## src/design/fstg_pkg.sv

```systemverilog
// ----------------------------------------------------------------------------
// fstg_pkg
// Shared types and constants for the foot swing trajectory generator.
// ----------------------------------------------------------------------------
package fstg_pkg;

    localparam logic OP_TICK  = 1'b0;
    localparam logic OP_START = 1'b1;

    localparam logic CFG_MOVE_SPEED  = 1'b0;
    localparam logic CFG_LIFT_HEIGHT = 1'b1;

    localparam logic [1:0] PH_IDLE   = 2'd0;
    localparam logic [1:0] PH_LIFT   = 2'd1;
    localparam logic [1:0] PH_ACROSS = 2'd2;
    localparam logic [1:0] PH_LOWER  = 2'd3;

    localparam int unsigned SPEED_MIN = 66;

    // Datapath commands issued by the controller
    typedef enum logic [3:0] {
        CMD_NONE,
        CMD_LOAD_START,   // latch points, speed, lift; select lift segment
        CMD_SEG_ACROSS,   // select segment end -> goal + lift
        CMD_SEG_LOWER,    // select segment end -> goal
        CMD_DIST,         // sum L1 distance
        CMD_DUR_INIT,     // start duration divide
        CMD_DUR_STEP,     // one divider bit
        CMD_DUR_FIX,      // clamp duration
        CMD_VEL_INIT,     // start velocity divide for current axis
        CMD_VEL_STEP,
        CMD_VEL_FIX,
        CMD_TICK,         // advance elapsed
        CMD_INTERP,       // one axis of interpolation
        CMD_OUT_START,
        CMD_OUT_IDLE,
        CMD_OUT_END
    } cmd_t;

    typedef struct packed {
        cmd_t       cmd;
        logic [1:0] axis;
    } ctl_t;

    typedef struct packed {
        logic div_done;
        logic seg_over;
    } sts_t;

endpackage

```

## src/design/fstg_ctrl.sv

```systemverilog
// ----------------------------------------------------------------------------
// fstg_ctrl
// Sequencer for segment set-up, ticks and interpolation.
// ----------------------------------------------------------------------------
module fstg_ctrl (
    input  logic           clk,
    input  logic           rst_n,
    input  logic           item_go,
    input  logic           item_op,
    input  fstg_pkg::sts_t sts,
    output fstg_pkg::ctl_t ctl,
    output logic           busy,
    output logic           res_go,
    output logic [1:0]     phase
);
    typedef enum logic [3:0] {
        S_IDLE, S_DIST, S_DINIT, S_DSTEP, S_DFIX, S_VINIT, S_VSTEP, S_VFIX,
        S_TCHK, S_MUL, S_ACC, S_COMMIT, S_OUT, S_END
    } state_t;

    state_t          state_reg, state_next;
    logic [1:0]      axis_reg, axis_next;
    logic [1:0]      ph_reg, ph_next;
    logic            emit_reg, emit_next;

    always_comb
    begin
        state_next = state_reg;
        axis_next  = axis_reg;
        ph_next    = ph_reg;
        emit_next  = 1'b0;
        ctl.cmd    = fstg_pkg::CMD_NONE;
        ctl.axis   = axis_reg;
        unique case (state_reg)
            S_IDLE:
                if (item_go)
                begin
                    if (item_op == fstg_pkg::OP_START)
                    begin
                        ctl.cmd = fstg_pkg::CMD_LOAD_START;
                        ph_next = fstg_pkg::PH_LIFT;
                        axis_next = 2'd0;
                        state_next = S_DIST;
                    end
                    else if (ph_reg == fstg_pkg::PH_IDLE)
                        emit_next = 1'b1;
                    else
                    begin
                        ctl.cmd = fstg_pkg::CMD_TICK;
                        state_next = S_TCHK;
                    end
                end
            S_DIST:
            begin
                ctl.cmd = fstg_pkg::CMD_DIST;
                axis_next = axis_reg + 2'd1;
                if (axis_reg == 2'd2)
                    state_next = S_DINIT;
            end
            S_DINIT: begin ctl.cmd = fstg_pkg::CMD_DUR_INIT; state_next = S_DSTEP; end
            S_DSTEP:
                if (sts.div_done) state_next = S_DFIX;
                else ctl.cmd = fstg_pkg::CMD_DUR_STEP;
            S_DFIX:
            begin
                ctl.cmd = fstg_pkg::CMD_DUR_FIX;
                axis_next = 2'd0;
                state_next = S_VINIT;
            end
            S_VINIT: begin ctl.cmd = fstg_pkg::CMD_VEL_INIT; state_next = S_VSTEP; end
            S_VSTEP:
                if (sts.div_done) state_next = S_VFIX;
                else ctl.cmd = fstg_pkg::CMD_VEL_STEP;
            S_VFIX:
            begin
                ctl.cmd = fstg_pkg::CMD_VEL_FIX;
                axis_next = axis_reg + 2'd1;
                if (axis_reg == 2'd2)
                    state_next = S_OUT;
                else
                    state_next = S_VINIT;
            end
            S_TCHK:
            begin
                axis_next = 2'd0;
                if (sts.seg_over)
                begin
                    // segment end reached: pick the next phase, shift in S_COMMIT
                    unique case (ph_reg)
                        fstg_pkg::PH_LIFT:   ph_next = fstg_pkg::PH_ACROSS;
                        fstg_pkg::PH_ACROSS: ph_next = fstg_pkg::PH_LOWER;
                        default:             ph_next = fstg_pkg::PH_IDLE;
                    endcase
                    state_next = S_COMMIT;
                end
                else
                    state_next = S_MUL;
            end
            S_COMMIT:
            begin
                // shift segment; the new start is the old end, which is the output
                unique case (ph_reg)
                    fstg_pkg::PH_ACROSS:
                    begin
                        ctl.cmd = fstg_pkg::CMD_SEG_ACROSS;
                        state_next = S_DIST;
                    end
                    fstg_pkg::PH_LOWER:
                    begin
                        ctl.cmd = fstg_pkg::CMD_SEG_LOWER;
                        state_next = S_DIST;
                    end
                    default:
                    begin
                        ctl.cmd = fstg_pkg::CMD_SEG_LOWER;
                        state_next = S_OUT;
                    end
                endcase
            end
            S_OUT:
            begin
                // present the segment start
                ctl.cmd = fstg_pkg::CMD_OUT_START;
                state_next = S_IDLE;
                emit_next = 1'b1;
            end
            S_MUL: begin ctl.cmd = fstg_pkg::CMD_INTERP; state_next = S_ACC; end
            S_ACC:
            begin
                ctl.cmd = fstg_pkg::CMD_OUT_IDLE;
                axis_next = axis_reg + 2'd1;
                if (axis_reg == 2'd2)
                    state_next = S_END;
                else
                    state_next = S_MUL;
            end
            S_END:
            begin
                // present the interpolated point
                ctl.cmd = fstg_pkg::CMD_OUT_END;
                state_next = S_IDLE;
                emit_next = 1'b1;
            end
            default: state_next = S_IDLE;
        endcase
    end

    always_ff @(posedge clk or negedge rst_n)
    begin
        if (!rst_n)
        begin
            state_reg <= S_IDLE;
            axis_reg  <= 2'd0;
            ph_reg    <= fstg_pkg::PH_IDLE;
            emit_reg  <= 1'b0;
        end
        else
        begin
            state_reg <= state_next;
            axis_reg  <= axis_next;
            ph_reg    <= ph_next;
            emit_reg  <= emit_next;
        end
    end

    assign busy   = (state_reg != S_IDLE) || emit_reg;
    assign res_go = emit_reg;
    assign phase  = ph_reg;
endmodule

```

## config.mk

```make
export PLATFORM = sky130hd
export DESIGN_NAME = fstg_ctrl
export DESIGN_NICKNAME = d
export VERILOG_FILES = /design/src/design/fstg_pkg.sv /design/src/design/fstg_ctrl.sv
export SDC_FILE = /design/constraint.sdc
export NUM_CORES = 1
export LEC_CHECK = 0
export BUFFER_PORTS_ARGS = -buffer_cell sky130_fd_sc_hd__buf_2
export CAP_MARGIN = 20
export CELL_PAD_IN_SITES_DETAIL_PLACEMENT = 0
export CELL_PAD_IN_SITES_GLOBAL_PLACEMENT = 1
export CORE_MARGIN = 2
export CORE_UTILIZATION = 36
export DETAILED_ROUTE_END_ITERATION = 8
export PLACE_DENSITY = 0.83
export RECOVER_POWER = 50
export SLEW_MARGIN = 30
export SYNTH_ARGS = -nofsm -noshare
export SYNTH_HDL_FRONTEND = slang
export SYNTH_SLANG_ARGS = --single-unit
```

## constraint.sdc

```tcl
create_clock -name clk -period 1.5 [get_ports clk]
set_clock_uncertainty 0.05 [all_clocks]
set_input_delay 0.075 -clock clk [delete_from_list [all_inputs] [get_ports clk]]
set_output_delay 0.075 -clock clk [all_outputs]
set_load 0.02 [all_outputs]
```

==> impl_metrics.ini <==
[worst_hold_path]
min_path_type = primary input to flop
hold_depth = 2
hold_end = res_go
hold_path.startpoint = item_go

[floorplanning]
die_width_um = 55.2
dieArea_um2 = 3050
die_h_um = 55.2
initial_core_util = 0.381
core_um2 = 2480
rows = 18
pin_count = 16

[logic_synthesis]
yosysTopAreaCell = dfrtp_1
synth_top_area_frac = 0.238
synth_edf_count = 0
synthDistinctLibCells = 49
synthesis.area_um2 = 945
synth_seq_area_share = 0.238
yosys-top-cells-area = dfrtp_1 (24%), buf_4 (6.4%), ha_1 (5.3%)
avgSynthCellArea_um2 = 8.01
syn_inst = 118
synth_fp_nets = 128
synthArstFlopShare = 1.00
yosysWarnings = 0
synth-seq-cells = 9
synthFlopType = dfrtp_1

[timing]
setup_slack_ns = -0.248
post-route-period-util = 1.17
rsz0062_at_grt = yes
fin_setup_tns_ns = -0.885
finalHoldViolCount = 0
finalSetupViolations = 5
worst_slew_pin_slew_ns = 0.547
maxSlewHeadroom = 0.636
maxSlewViolCount = 0
period_needed_ns = 1.75
fmax_mhz = 572

[worst_setup_path]
crit_arrival_ns = 1.62
startpoint = state_reg[2]
r2r_end = axis_reg[1]
regToRegSetupSlack_ns = 0.03
slowest_delay_ns = 0.44
r2r_cells = 5
endpoint_kind = primary output
critical_path.max_fanout = 6
required_ns = 1.37
startpoint_type = flop
critPathTopFamily = flip-flops
crit_chain = nor2b_1 -> buf_4 -> a31o_2 -> a21oi_1 -> o21ai_1 -> buf_4
critPathMostFrequentCell = buf_4
critPathSlowestCell = dfrtp_2
r2r_start = state_reg[1]
cp_num_buf_inv = 2
crit_type = flop to primary output

[drt]
dr_wl_met2_mm = 1.31
wire_per_inst_um = 14.9
first_iter_violations = 20
vias = 1015
met3_length_um = 131
detail-route-antenna-nets = 0
drt_first_pass_iters = 4
drt-total-wl_mm = 2.72
top_layer = met4
drc = 0
wl_met1_mm = 1.20
viasPerCell = 5.58

[grt]
antenna_found_initial = 0
grt_start_max_net_pins = 17
grt_remaining_overflow = 0
grt_pass1_vias = 985
grtUsageTotal = 0.186
grt_pass1_wl_mm = 4.60

[cells_and_area]
diodes = 0
syn_to_final_growth_pct = 36.2
largest_reg_flops = 4
seq_area_um2 = 228
multi_input_area_um2 = 662
layout.nets = 163
n_fill_cell = 258
drive_gt1_frac = 0.395

[clock_network]
htreeDepth = 1
clkSinkCount = 9
clock_latency_ns = 0.27
cts_buffer_depth = 2
cts-root-buf = clkbuf_4
path_clk_slew_ns = 0.07
cts_buffers = 3
cts_tree = yes

[status]
violations = setup timing
status = complete, but fails checks

[placed_design]
io_buffers = 15
dp_hpwl_mm = 2.05
place.gp.congestion = 0.884

[power_and_ir_drop]
max-vdd-ir-drop_v = 0.00134
finalPower_mw = 3.39
powerDensity_nw_per_um2 = 2640
p_leak_nw = 0.579

[run]
cap_violations = 0
[kinds of logic after synthesis]
group	synth area share
flip-flops	0.238
AO/OA/AOI/OAI	0.313
XOR/XNOR	0.0185
AND/OR/NAND/NOR	0.270
adder cells (fa/ha/maj)	0.0530
buffers and inverters	0.0967
multiplexers	0.0106
[layer usage]
metal | vias to the layer above | track usage
li1 | 496 | -
met1 | 468 | 0.256
met2 | 43 | 0.289
met3 | 8 | 0.0234
met4 | 0 | 0.0836
met5 | - | 0
[cell usage in the layout (no fill, tap or decap), types with 2 or more instances in the layout]
cell / synthesis / layout
a21o_1: 2 / 2
a21oi_1: 8 / 7
a31oi_1: 2 / 2
buf_2: 1 / 8
buf_4: 8 / 23
buf_6: 0 / 4
clkbuf_1: 1 / 3
clkbuf_4: 0 / 3
dfrtp_1: 9 / 7
dfrtp_2: 0 / 2
ha_1: 4 / 3
inv_1: 5 / 4
inv_2: 0 / 2
nand2_1: 8 / 8
nand2b_1: 5 / 5
nand3_2: 2 / 2
nand3b_1: 2 / 2
nor2_1: 12 / 11
nor2b_1: 3 / 2
nor3_1: 5 / 4
nor3_2: 2 / 2
o21ai_0: 5 / 4
o21ai_1: 1 / 2
o21bai_1: 2 / 2
o221ai_1: 2 / 2
o31ai_2: 1 / 2
[cells in the mapped netlist, drive strengths merged (3+ instances only)]
master / n
nor2: 12
buf: 9
dfrtp: 9
a21oi: 8
nand2: 8
nor3: 7
o21ai: 6
inv: 5
nand2b: 5
ha: 4
nand3: 3
nor2b: 3
[final cells by class]
| type | count | area share |
|---|---|---|
| inverters | 6 | 0.0175 |
| flip-flops and latches | 9 | 0.177 |
| repair buffers | 40 | 0.241 |
| clock buffers | 4 | 0.0204 |
| multi-input cells | 93 | 0.515 |
| well taps | 30 | 0.0292 |
[power breakdown]
| part | internal [mW] | switching [mW] | total, mW |
|---|---|---|---|
| Combinational | 1.30 | 1.40 | 2.70 |
| Clock | 0.103 | 0.104 | 0.208 |
| Sequential | 0.362 | 0.126 | 0.488 |
| Total | 1.76 | 1.63 | 3.39 |
[worst max path at each step]
stage / end / slack, ns / depth (start not counted)
detailed placement: axis_reg[1] / 0.01 / 5
global route: ctl[3] / -0.32 / 5
floorplan: ctl[2] / 0.004 / 6
global placement: axis_reg[1] / 0.03 / 5
CTS: ctl[3] / -0.21 / 5
finish: ctl[2] / -0.25 / 6
[metrics by stage]
step	cell area, um^2	std cells	setup WS, ns	hold slack (ns)	utilization
CTS	1250	182	-0.207	0.0788	0.505
floorplan	950	118	0.00443	-0.271	-
finish	1290	182	-0.248	0.0713	0.519
global placement	1150	172	0.0293	-0.106	0.464
global route	1290	182	-0.322	0.111	0.519
detailed placement	1150	172	0.0146	-0.105	0.464
[repair_timing]
action	in CTS	in global routing
buffers inserted	5	0
gates resized for setup	10	13
endpoints found under the setup margin	6	10
hold endpoints to repair	9	0
hold buffers	1	0
pin swaps	2	5
(Power assumes the default switching activity.)
